### src/ordered_circular_deque_unit_macros.svh
// assertion macros for the ordered circular deque unit
// no dependencies
`ifndef ORDERED_CIRCULAR_DEQUE_UNIT_MACROS_SVH
`define ORDERED_CIRCULAR_DEQUE_UNIT_MACROS_SVH
// implication checked on every clock edge outside reset
`define OCD_ASSERT_IMPL(label, ante, cons) \
	label: assert property (@(posedge clk) disable iff (!arst_n) (ante) |-> (cons)) \
		else $error("assertion failed");
// implication checked in the cycle after the antecedent
`define OCD_ASSERT_NEXT(label, ante, cons) \
	label: assert property (@(posedge clk) disable iff (!arst_n) (ante) |=> (cons)) \
		else $error("assertion failed");
`endif

### src/ocd_pkg.sv
// shared types and constants of the ordered circular deque unit
// no dependencies
package ocd_pkg;
	localparam int CAPACITY_DEF   = 1024;
	localparam int DATA_WIDTH_DEF = 32;
	localparam int FUNC_W  = 4;
	localparam int VALUE_W = 32;
	localparam int POS_W   = 10;
	localparam int LEN_W   = 11;

	typedef enum logic [3:0] {
		F_PUSH_TAIL = 4'd0, F_PUSH_FRONT = 4'd1, F_POP_FRONT = 4'd2,
		F_POP_BACK = 4'd3, F_READ = 4'd4, F_WRITE = 4'd5, F_CHECK = 4'd6,
		F_SEARCH = 4'd7, F_CLEAR = 4'd8
	} func_t;

	typedef enum logic [1:0] {
		ORD_NONE = 2'd0, ORD_ASC = 2'd1, ORD_DESC = 2'd2
	} order_t;

	typedef enum logic [1:0] {
		ERR_OK = 2'd0, ERR_FULL = 2'd1, ERR_EMPTY = 2'd2, ERR_RANGE = 2'd3
	} err_t;

	typedef enum logic [2:0] {
		ST_IDLE, ST_DECODE, ST_RD, ST_SCAN, ST_DONE
	} state_t;

	// controller to datapath
	typedef struct packed {
		logic latch;      // capture input item
		logic decode;     // evaluate checks, issue first access
		logic scan_step;  // one walk step
		logic finish;     // load result registers
	} cmd_t;

	// datapath to controller
	typedef struct packed {
		logic need_rd;    // item needs a stored neighbor / element
		logic is_scan;    // search or order check with work to do
		logic scan_last;  // walk ends with this step
	} sts_t;
endpackage

### src/ocd_ctrl.sv
// controller state machine of the ordered circular deque unit
// depends on ocd_pkg and the assertion macros
`include "ordered_circular_deque_unit_macros.svh"
module ocd_ctrl (
	input  logic           clk,
	input  logic           arst_n,
	input  logic           in_valid,
	output logic           in_stall,
	output logic           out_valid,
	input  logic           out_stall,
	input  ocd_pkg::sts_t  sts,
	output ocd_pkg::cmd_t  cmd
);
	import ocd_pkg::*;

	state_t state_q, state_next;
	logic   out_valid_q;

	// next state
	always_comb begin
		state_next = state_q;
		unique case (state_q)
			ST_IDLE:   if (in_valid) state_next = ST_DECODE;
			ST_DECODE: begin
				if (sts.is_scan) state_next = ST_SCAN;
				else if (sts.need_rd) state_next = ST_RD;
				else state_next = ST_DONE;
			end
			ST_RD:     state_next = ST_DONE;
			ST_SCAN:   if (sts.scan_last) state_next = ST_DONE;
			ST_DONE:   if (!out_valid_q || !out_stall) state_next = ST_IDLE;
			default:   state_next = ST_IDLE;
		endcase
	end

	// outputs
	always_comb begin
		cmd = '0;
		in_stall = 1'b1;
		unique case (state_q)
			ST_IDLE:   begin in_stall = 1'b0; cmd.latch = in_valid; end
			ST_DECODE: cmd.decode = 1'b1;
			ST_SCAN:   cmd.scan_step = 1'b1;
			ST_DONE:   cmd.finish = !out_valid_q || !out_stall;
			default:   ;
		endcase
	end

	always_ff @(posedge clk or negedge arst_n) begin
		if (!arst_n) begin
			state_q <= ST_IDLE;
			out_valid_q <= 1'b0;
		end else begin
			state_q <= state_next;
			if (cmd.finish) out_valid_q <= 1'b1;
			else if (!out_stall) out_valid_q <= 1'b0;
		end
	end

	assign out_valid = out_valid_q;

	`OCD_ASSERT_NEXT(a_latch_decodes, cmd.latch, state_q == ST_DECODE)
	`OCD_ASSERT_NEXT(a_finish_valid, cmd.finish, out_valid)
	`OCD_ASSERT_IMPL(a_stall_busy, state_q != ST_IDLE, in_stall)
endmodule

### config.mk
export PLATFORM = sky130hd
export DESIGN_NAME = ocd_ctrl
export DESIGN_NICKNAME = d
export VERILOG_FILES = /design/src/ocd_pkg.sv /design/src/ocd_ctrl.sv
export VERILOG_INCLUDE_DIRS = /design/src /design/src/src
export SDC_FILE = /design/constraint.sdc
export NUM_CORES = 1
export LEC_CHECK = 0
export BUFFER_PORTS_ARGS = -buffer_cell sky130_fd_sc_hd__buf_2
export CORE_AREA = 2 2 39 41
export DETAILED_ROUTE_END_ITERATION = 8
export DIE_AREA = 0 0 41 43
export GPL_TIMING_DRIVEN = 0
export PLACE_DENSITY = 0.38
export SYNTH_ARGS = -nofsm -noshare
export SYNTH_HDL_FRONTEND = slang
export SYNTH_SLANG_ARGS = --single-unit
### constraint.sdc
create_clock -name clk -period 1.06 [get_ports clk]
set_input_delay 0.212 -clock clk [delete_from_list [all_inputs] [get_ports clk]]
set_output_delay 0.212 -clock clk [all_outputs]
set_load 0.01 [all_outputs]
==> results.md, run 1 <==
Worst setup path:
- The biggest fanout along the worst timing path is 2.
- The arrival time of the worst setup path is 1210 ps.
- The start point of the critical path is state_q[2].
- Broken down by cell family, the worst path's largest delay share belongs to simple AND/OR/NAND/NOR gates.
- The highest-delay cell along the critical path is sky130_fd_sc_hd__or3_4.
- The highest cell delay on the worst timing path is 400 ps.
- The combined buffer and inverter count along the critical path is 1.
- The count of cells along the worst register-to-register path is 4.
- The element type at the critical path start is a flip-flop.
- The setup check on the worst reg-to-reg path leaves a slack of 50 ps.
- The endpoint kind of the worst setup timing path is a primary output.
- The critical path runs through a total of 3 cells.
- The reg-to-reg endpoint is state_q[0].
- The critical path class is reg -> out.
- Traced cell by cell, the critical path runs through or3_4, nor2_4, buf_6.
- At the worst endpoint, the required time is 850 ps.
- The startpoint identified for the worst register-to-register timing path is state_q[0].

CTS:
- The number of clock buffers added by TritonCTS is 3.
- In this run the number of H-tree levels came out at 1.
- Clock tree synthesis found a total of 4 sinks.
- The clock passes through at most 2 buffers.
- The clock latency reported for the late side of the worst-skew pair is 230 ps.
- The cell sitting at the root of the clock tree is a sky130_fd_sc_hd__clkbuf_4.
- The CTS tree is yes.
- After clock tree synthesis, the clock-pin slew on the worst setup and hold paths is 40 ps.

Worst hold path:
- The endpoint of the worst hold-timing path is out_valid.
- The beginning of the worst hold path is out_stall.
- In this run the worst hold path is classified as in -> reg.
- The hold-critical path depth is 3.

Synth:
- The number of unique standard cell types used by synthesis is 10.
- The yosys synthesis warning count is 0.
- The portion of the post-synthesis area used by sequential elements is 47.06%.
- The cell area that synthesis handed to floorplanning was 212.7 sq um.
- The synthesized area divided by synthesized cell count is 8.508 sq um.
- Synthesis inferred 4 register bits.
- Counting every net in the synthesized netlist gives 32.
- The number of cells produced by synthesis is 25.

STA:
- The number of slew-limit violations in the final report came to 0.
- The count of final hold-check violations is 0.
- The max-slew headroom at the worst pin is 80.73%.
- Based on the critical path, the design can be clocked at up to 0.7017 GHz.
- The final worst-path setup slack is -365.1 ps.
- The number of endpoints failing setup at the final stage is 5.
- Setup repair after global routing could not meet its margin everywhere.
- Clock skew on the completed layout was measured at 2.166 ps.
- The actual slew at the worst max-slew pin is 288.2 ps.
- On the final layout, the worst hold slack is 221.8 ps.
- The minimum clock period after layout is 1425 ps.
- The post-route clock period utilization is 134.4%.

Drt:
- After detailed routing, the number of remaining DRC violations is 0.
- After the first detailed-routing iteration, the DRC count stood at 0.
- Wires add up to 581 um.
- The overall via count from detail_route is 241.
- The wire length per cell is 9.525 um.
- The detail route stage leaves a number of antenna-violating nets equal to 0.
- Using the TritonRoute via totals, the vias-per-cell ratio works out to 3.951.
- For this run, the detailed router's first-pass iteration total came to 1.

Cells and area:
- For this run, the share of the core covered by cells in the final layout is 27.67%.
- The area of all placed cells without fillers is 382.9 sq um.
- The number of diodes is 0.
- The number of nets in the final layout is 54.
- The most common cell after layout, fill and taps aside is sky130_fd_sc_hd__buf_2.
- The ratio of cells with drive above 1 in the final layout is 55.56%.
- The top cell types in the final layout, fill and taps aside, are sky130_fd_sc_hd__buf_2 (11), sky130_fd_sc_hd__nor2_1 (5), sky130_fd_sc_hd__nand2_1 (4).
- The layout overhead on the synthesized area is 80.00%.

Die:
- The die covers 1763 sq um.
- The die boundary height is 43 um.
- The initialized floorplan defines 14 standard-cell rows.
- For this configuration, the core starts out at a cell density of 15.37%.
- In this run the horizontal extent of the chip is 41 um.
- In this run the count of I/O pins placed on the die edge is 13.
- In this run the standard cell core region covers 1384 sq um.

Power and ir drop:
- For this design the ratio of total power to cell area is 2814 nW/um^2.
- The peak supply drop is 0.0006779 V.
- The static leakage power is 0.2076 nW.

Status:
- The final reports fail on negative setup slack.
- The run finished, with violations left.

Place:
- In this run the tool buffered the top-level ports with 12 buffer cells.
- The post-placement cell area is 297.8 sq um.
- The worst slack at placement is -186.5 ps.
- At the end of routability-driven placement, the weighted congestion stood at 0.6105.

Run:
- The number of maximum-capacitance violations is 0.

Global route:
- The maximum number of pins on one net before global-route repair is 7.
- Global routing used 8.073% of the available tracks across all layers.
- The number of antenna violations at the first check in global routing was 0.
- The via count of the first global-routing pass came to 221.
- The leftover overflow at the end of global routing is 0.
- The wire length of the first global-routing pass is 890 um.
==> cells by family (layout without fill, tap and decap cells) <==
| kind of cell | after synthesis | count (layout) | synth area share (%) |
|---|---|---|---|
| buffers and inverters | 2 | 22 | 3.531 |
| multiplexers | 1 | 1 | 4.706 |
| AND/OR/NAND/NOR | 13 | 13 | 27.65 |
| AO/OA/AOI/OAI | 5 | 5 | 17.06 |
| flip-flops | 4 | 4 | 47.06 |
==> synthesized netlist by cell type <==
| library cell | number | area share [%] |
|---|---|---|
| sky130_fd_sc_hd__a21oi_1 | 2 | 4.7 |
| sky130_fd_sc_hd__dfrtp_1 | 4 | 47 |
| sky130_fd_sc_hd__inv_1 | 2 | 3.5 |
| sky130_fd_sc_hd__mux2i_1 | 1 | 4.7 |
| sky130_fd_sc_hd__nand2_1 | 5 | 8.8 |
| sky130_fd_sc_hd__nor2_1 | 6 | 11 |
| sky130_fd_sc_hd__nor2_2 | 1 | 2.9 |
| sky130_fd_sc_hd__o22a_1 | 1 | 4.1 |
| sky130_fd_sc_hd__o32ai_1 | 2 | 8.2 |
| sky130_fd_sc_hd__or3_4 | 1 | 5.3 |
==> layout make-up <==
cell class,count,area (sq um)
clock buffers,3,22.52
fillers,161,1001
inverters,2,7.507
multi-input cells,19,120.1
flip-flops and latches,4,102.6
well taps,16,20.02
repair buffers,17,110.1
==> power by group <==
part | internal (mW) | switching, mW | total, mW | leakage (nW)
sequential | 0.222 | 0.0525 | 0.275 | 0.0493
clock | 0.126 | 0.0597 | 0.186 | 0.0138
combinational | 0.314 | 0.302 | 0.616 | 0.144
total | 0.663 | 0.414 | 1.08 | 0.208
==> worst reg2reg max path, delay by kind of cell, from the launching register on <==
family,cells,cell delay [ps]
multiplexers,1,110
AO/OA/AOI/OAI,1,150
buffers and inverters,1,140
flip-flops,1,410
AND/OR/NAND/NOR,1,120
==> repair_timing <==
item	in CTS	in global routing
setup buffers	3	2
hold endpoints to repair	4	0
pin swaps	2	3
resized for setup	6	2
hold buffers	1	0
setup endpoints to repair	5	6
==> state kept, by name (all words and copies together), names as in the netlist <==
name	cells
out_valid	1
state_q	3
==> worst max path at each step <==
stage | slack, ps | to
floorplan | -90 | cmd[3]
global placement | -180 | cmd[3]
detailed placement | -190 | cmd[3]
CTS | -380 | cmd[3]
global route | -420 | cmd[3]
finish | -370 | cmd[3]
==> through the flow <==
stage / cells / total power [mW] / TNS (ps)
2_1_floorplan: 25 / 0.5683 / -87.58
4_1_cts: 60 / 1.065 / -1410
3_5_place_dp: 53 / 0.7213 / -362.3
5_1_grt: 61 / 1.178 / -1644
6_report: 61 / 1.077 / -1350
3_3_place_gp: 53 / 0.7216 / -357.0
==> metal layers <==
| layer | routed length (um) | global-route usage [%] | up-vias |
|---|---|---|---|
| met5 | 0 | 0 | - |
| met4 | 0 | 10.00 | 0 |
| met3 | 55 | 1.571 | 0 |
| met2 | 228 | 9.063 | 13 |
| met1 | 298 | 10.78 | 100 |
| li1 | - | - | 128 |
Note: power is estimated with default switching activity, not from simulation.
==> run 2, diff against run 1 <==
Settings changed: HOLD_SLACK_MARGIN from default to 0.06, PLACE_DENSITY 0.38 to 0.37.
==> run 2 against run 1 <==
  * The flow still finishes with violations (negative setup slack)
  * Register-to-register slack about the same
  * First-iteration DRC count increased by 2
  * Die area unchanged
  * Wire length increased by 13%
  * Critical endpoint unchanged
  * Largest power group unchanged
  * Highest routed layer unchanged
==> results.md, run 2 (synthesis results as in run 1) <==
Worst setup path:
- Across all register-to-register paths, the minimum setup slack is 40 ps.
- Tracing the worst setup path back leads to its startpoint at state_q[2].
- Along the worst path, the maximum fanout reaches 2.
- The element type at the critical path start is a flip-flop.
- The arrival time of the worst setup path is 1220 ps.
- The count of cells along the worst register-to-register path is 4.
- The critical register-to-register path startpoint is state_q[0].
- The data required time of the worst path is 850 ps.
- The reg-to-reg endpoint is state_q[0].
- The endpoint kind of the worst setup timing path is a primary output.
- The critical path class is reg -> out.

Drt:
- The violation count after the first detailed-route iteration is 2.
- The number of iterations in the first detailed-routing pass is 4.
- The number of design rule violations left after detail routing is 0.
- The remaining antenna violation count is 0.
- The overall via count from detail_route is 268.
- In the final routed layout, each cell accounts on average for 10.58 um.
- Summed over all layers, the routed wires come to 656 um.
- The post-detailed-route via-to-cell ratio is 4.323.

Cells and area:
- The final core utilization is 29.57%.
- In the layout the commonest cells are sky130_fd_sc_hd__buf_2 (11), sky130_fd_sc_hd__nor2_1 (5).
- For this run, the post-layout net count is 55.
- The number of flip-flops in the largest register is 3.
- The number of diodes is 0.
- Cells with a size suffix above 1 make up 60.87% of the layout.
- Leaving out fill and tap cells, the most frequent cell in the layout is sky130_fd_sc_hd__buf_2.
- The register with the most flip-flops is state_q.
- The layout overhead on the synthesized area is 92.35%.
- The layout has 155 filler cells.
- Once layout is complete, the cells apart from fillers number 62.

STA:
- The count of final hold-check violations came to 0.
- The minimum clock period after layout is 1430 ps.
- The actual slew at the worst max-slew pin is 228.1 ps.
- After layout, the worst setup slack is -370.0 ps.
- The number of slew-limit violations in the final report was 0.
- The maximum clock rate is 0.6993 GHz.
- Setup repair after global routing could not meet its margin everywhere.
- The number of endpoints failing setup at the final stage is 5.
- Across the routed clock network, the largest skew measured is 7.651 ps.
- The max-slew headroom at the worst pin is 84.75%.
- The post-route clock period utilization is 134.9%.

CTS:
- TritonCTS built the clock tree.
- The depth of the CTS H-tree is 1.
- After clock tree synthesis, the clock-pin slew on the worst setup and hold paths is 40 ps.
- The clock root buffer is sky130_fd_sc_hd__clkbuf_4.
- The maximum buffer depth of the clock tree is 2.
- The clock sink count is 4.
- The later pin in the worst-skew pair is clocked with a latency of 240 ps.
- The clock buffer count from CTS is 3.

Global route:
- The number of antenna violations at the first check in global routing is 0.
- The via count of the first global-routing pass was 273.
- For this run, global-route usage on met1 was measured as 8.766%.
- For this run the aggregate overflow at the end of global routing stands at 0.
- The most crowded layer after global routing is met2.
- Global routing used 4.712% of the available met3 tracks.
- The first global-routing pass estimated 1028 um of wire.
- In the global route stage, met2 resource usage came out at 14.37%.
- Global routing consumed, over all layers together, 9.466% of the routing resources.
- The maximum number of pins on one net before global-route repair is 7.

Die:
- The site row count is 14.
- The area enclosed by the die boundary is 1763 sq um.
- From left edge to right edge, the die measures 41 um.
- In this run the count of I/O pins placed on the die edge is 13.
- In this run the standard cell core region covers 1384 sq um.
- The die boundary height is 43 um.
- For this configuration, the core starts out at a cell density of 15.37%.

Run:
- The tool flagged a number of max-cap violations equal to 0.

Place:
- Buffers placed on the I/O ports in this run total 12.
- At the end of routability-driven placement, the weighted congestion stood at 0.6319.
- The placed cell count is 53.
- The HPWL reported at the end of detailed placement is 474.3 um.

Status:
- The checks that failed: negative setup slack.
- The run finished, with violations left.

Worst hold path:
- The path class of the lowest-slack min-delay path is in -> reg.
- The hold-critical path depth is 3.
- For hold timing, the worst endpoint is out_valid.
- The beginning of the worst hold path is out_stall.

Power and ir drop:
- The static leakage power is 0.2188 nW.
- The power per unit of standard cell area is 2859 nW/um^2.
- The peak supply drop is 0.0007374 V.
## run 2: per-layer routing
metal | routed length [um] | vias to the layer above
met1 | 265 | 125
met4 | 0 | 0
met2 | 303 | 13
met3 | 86 | 0
li1 | - | 130
met5 | 0 | -
## run 2: cell type report
type,instances,area (sq um),share of cell area (%)
multi-input combinational,19,135.1,33.03
timing repair buffer,18,121.4,29.66
sequential,4,102.6,25.08
clock buffer,3,22.52,5.505
tap,16,20.02,4.893
inverter,2,7.507,1.835
## run 2: critical path, cell delays in order (launching register included)
cell and delay, ps:
sky130_fd_sc_hd__dfrtp_2 400, sky130_fd_sc_hd__or3_4 400, sky130_fd_sc_hd__nor2_4 90, sky130_fd_sc_hd__buf_6 100
## run 2: repair_timing
action | in CTS | in global routing
pin swaps | 3 | 2
hold endpoints to repair | 4 | 0
resized for setup | 7 | 4
setup endpoints to repair | 5 | 7
setup buffers | 5 | 0
hold buffers | 1 | 0
## run 2: power by group
part | switching, mW | internal (mW)
sequential | 0.0608 | 0.222
combinational | 0.331 | 0.367
clock | 0.0612 | 0.127
total | 0.453 | 0.716
## run 2: stage by stage
stage	worst slack (ps)	instance area, sq um	setup TNS (ps)	hold WS, ps	total power [mW]
floorplan	-87.58	217.7	-87.58	-83.59	0.5683
global placement	-181.5	297.8	-352.7	19.05	0.7174
detailed placement	-191.9	297.8	-389.7	23.66	0.7264
CTS	-382.2	391.6	-1400	218.3	1.122
global route	-408.3	409.1	-1664	227.3	1.266
finish	-370.0	409.1	-1392	218.4	1.170
## run 2: worst max path at each step
stage,end,slack (ps),cells after the start
after floorplan,cmd[3],-90,2
after global placement,cmd[3],-180,3
after detailed placement,cmd[3],-190,3
after CTS,cmd[3],-380,3
after global routing,cmd[3],-410,3
final,cmd[3],-370,3
==> run 3, diff against run 2 <==
Settings changed: ABC_AREA from default to 0, CAP_MARGIN from default to 30.
Clock period 1.06 ns to 1.16 ns, I/O delays scaled along.
==> run 3 against run 2 <==
  * Largest cell class is now buffers
  * Flip-flop and latch count is the same
  * Global-route usage is the same
  * Final cell count grew 4.8%
  * Clock-buffer cell count is the same
  * Die area is the same
  * Cell area grew 3.7%
  * Via count grew 2.6%
  * The run still ends with negative setup slack left
  * Non-clock buffer count grew 3
==> results.md, run 3 (synthesis results as in run 1) <==
Die:
- The site row count is 14.
- 13 I/O pins were placed.
- The initial utilization of the core area, before any placement, comes to 15.37%.
- From left edge to right edge, the die measures 41 um.
- Measured along the y axis, the die boundary spans 43 um.
- The core region is 1384 sq um.
- The floorplan step defined a die boundary enclosing 1763 sq um.

CTS:
- Clock-pin slew was measured on the worst setup and hold paths at 40 ps.
- The clock latency reported for the late side of the worst-skew pair is 240 ps.
- TritonCTS built the clock tree.
- In this run the number of H-tree levels came out at 1.
- Buffers inserted during clock tree synthesis total 3.
- The clock sink count is 4.
- The clock passes through at most 2 buffers.
- In this run the clock root is driven by a sky130_fd_sc_hd__clkbuf_4.

STA:
- Setup violations remaining at the end of the flow were counted as 7.
- The count of final hold-check violations is 0.
- The number of slew-limit violations in the final report came to 0.
- Based on the critical path, the design can be clocked at up to 0.6880 GHz.
- Setup repair after global routing could not meet its margin everywhere.
- Final hold analysis gives a worst-case slack of 238.7 ps.
- The post-route clock period utilization is 125.3%.
- The actual slew at the worst max-slew pin is 228.1 ps.
- After layout, the worst setup slack is -293.6 ps.
- The minimum clock period after layout is 1454 ps.
- Between clock sinks in the finished design, the worst skew comes to 7.646 ps.
- The max-slew headroom at the worst pin is 84.75%.
- The sum of negative setup slack is -1003 ps.

Drt:
- The number of design rule violations left after detail routing is 0.
- In this run the top signal layer used is met3.
- The detailed router put a total of 278 um of wire on met1.
- After detailed routing, the average wire length per cell comes to 10.97 um.
- Dividing the detail-routed via count by the number of cells gives 4.231.
- The wire length on met2 is 345 um.
- The detail route stage leaves a number of antenna-violating nets equal to 0.
- Summed over all nets, wire length on met3 after detailed routing comes to 89 um.
- Wires add up to 713 um.
- The violation count after the first detailed-route iteration is 5.
- The number of iterations in the first detailed-routing pass is 2.
- The overall via count from detail_route is 275.

Worst setup path:
- The highest cell delay on the worst timing path is 400 ps.
- For this design, the slowest cell found on the critical path is sky130_fd_sc_hd__dfrtp_2.
- The element type at the critical path start is a flip-flop.
- Traced cell by cell, the critical path runs through or3_4, nor2_4, buf_6.
- The worst setup path is of the reg -> out kind.
- The endpoint kind of the worst setup timing path is a primary output.
- At the worst endpoint, the required time is 930 ps.
- Data arrives at the worst endpoint at 1220 ps.
- The biggest fanout along the worst timing path is 2.

Power and ir drop:
- The peak supply drop is 0.0006638 V.
- The static leakage power is 0.2284 nW.
- In this run the power density over the cells is 2545 nW/um^2.

Run:
- The number of maximum-capacitance violations is 0.

Global route:
- The via count of the first global-routing pass is 273.
- The leftover overflow at the end of global routing is 0.
- The number of antenna violations at the first check in global routing is 0.
- Global routing consumed, over all layers together, 9.466% of the routing resources.
- The wire length of the first global-routing pass is 1028 um.
- The maximum number of pins on one net before global-route repair is 7.

Cells and area:
- The register with the most flip-flops in the layout has 3 of them.
- At the end of the flow the core is filled with cells to 30.65%.
- The most common cell after layout, fill and taps aside is sky130_fd_sc_hd__buf_2.
- After filler insertion, the fill cell instance count of the layout stands at 155.
- The repair_antennas step left the layout with diodes totalling 0.
- More flip-flops sit in one register than any other, and that register is state_q.
- The area growth from synthesis to layout is 99.41%.
- In the final design database the tool counted 58 nets.
- In the layout the commonest cells are sky130_fd_sc_hd__buf_2 (11), sky130_fd_sc_hd__buf_4 (6), sky130_fd_sc_hd__nor2_1 (5).
- The area of all placed cells without fillers is 424.2 sq um.
- The ratio of cells with drive above 1 in the final layout is 61.22%.

Place:
- During placement, the flow inserted port buffers numbering 12.
- The HPWL reported at the end of detailed placement is 474.3 um.
- Timing analysis after detailed placement gives a worst setup slack of -111.9 ps.
- The global placer's final weighted congestion is 0.6319.
- After detailed placement, the total cell area comes to 297.8 sq um.

Status:
- The run finished, with violations left.
- The checks that failed: negative setup slack.

Worst hold path:
- The tightest min-delay check is of the in -> reg type.
## run 3: report_power, final
| part | internal [mW] | switching [mW] | leakage [nW] | total (mW) |
|---|---|---|---|---|
| Clock | 0.116 | 0.0557 | 0.0138 | 0.171 |
| Combinational | 0.352 | 0.296 | 0.165 | 0.648 |
| Sequential | 0.203 | 0.0566 | 0.0493 | 0.260 |
| Total | 0.671 | 0.409 | 0.228 | 1.08 |
## run 3: per-layer routing
| metal | GRT usage (%) | vias up |
|---|---|---|
| li1 | - | 133 |
| met2 | 14.37 | 13 |
| met1 | 8.766 | 129 |
| met5 | 0 | - |
| met3 | 4.712 | 0 |
| met4 | 8.000 | 0 |
## run 3: cell type report
class | instances | area, sq um | share of cell area (%)
tap | 16 | 20.02 | 4.720
timing repair buffer | 21 | 143.9 | 33.92
sequential | 4 | 102.6 | 24.19
clock buffer | 3 | 22.52 | 5.310
inverter | 2 | 7.507 | 1.770
multi-input combinational | 19 | 127.6 | 30.09
## run 3: path summary, 6_finish.rpt
check,from,to,slack [ps],cells after the start
hold / removal,out_stall,out_valid,240,3
hold reg to reg,out_valid,out_valid,530,2
max in group asynchronous,arst_n,state_q[0],690,2
setup reg to reg,state_q[0],state_q[2],0,6
setup / recovery,state_q[2],cmd[3],-290,3
min in group asynchronous,arst_n,out_valid,330,2
## run 3: repair_timing
item,in CTS,in global routing
pin swaps,3,3
endpoints found under the setup margin,5,5
gates resized for setup,7,2
endpoints found under the hold margin,4,0
hold buffers,1,0
buffers inserted,5,3
## run 3: per-stage QoR
stage	total power, mW	std cells
after global placement	0.6556	53
final	1.080	65
after CTS	1.025	62
after global routing	1.168	65
after detailed placement	0.6638	53
after floorplan	0.5193	25
## run 3: critical path: cells and delay by family (launching register included)
| kind | cells | cell delay (ps) |
|---|---|---|
| simple gates | 2 | 490 |
| buf+inv | 1 | 100 |
| flops | 1 | 400 |
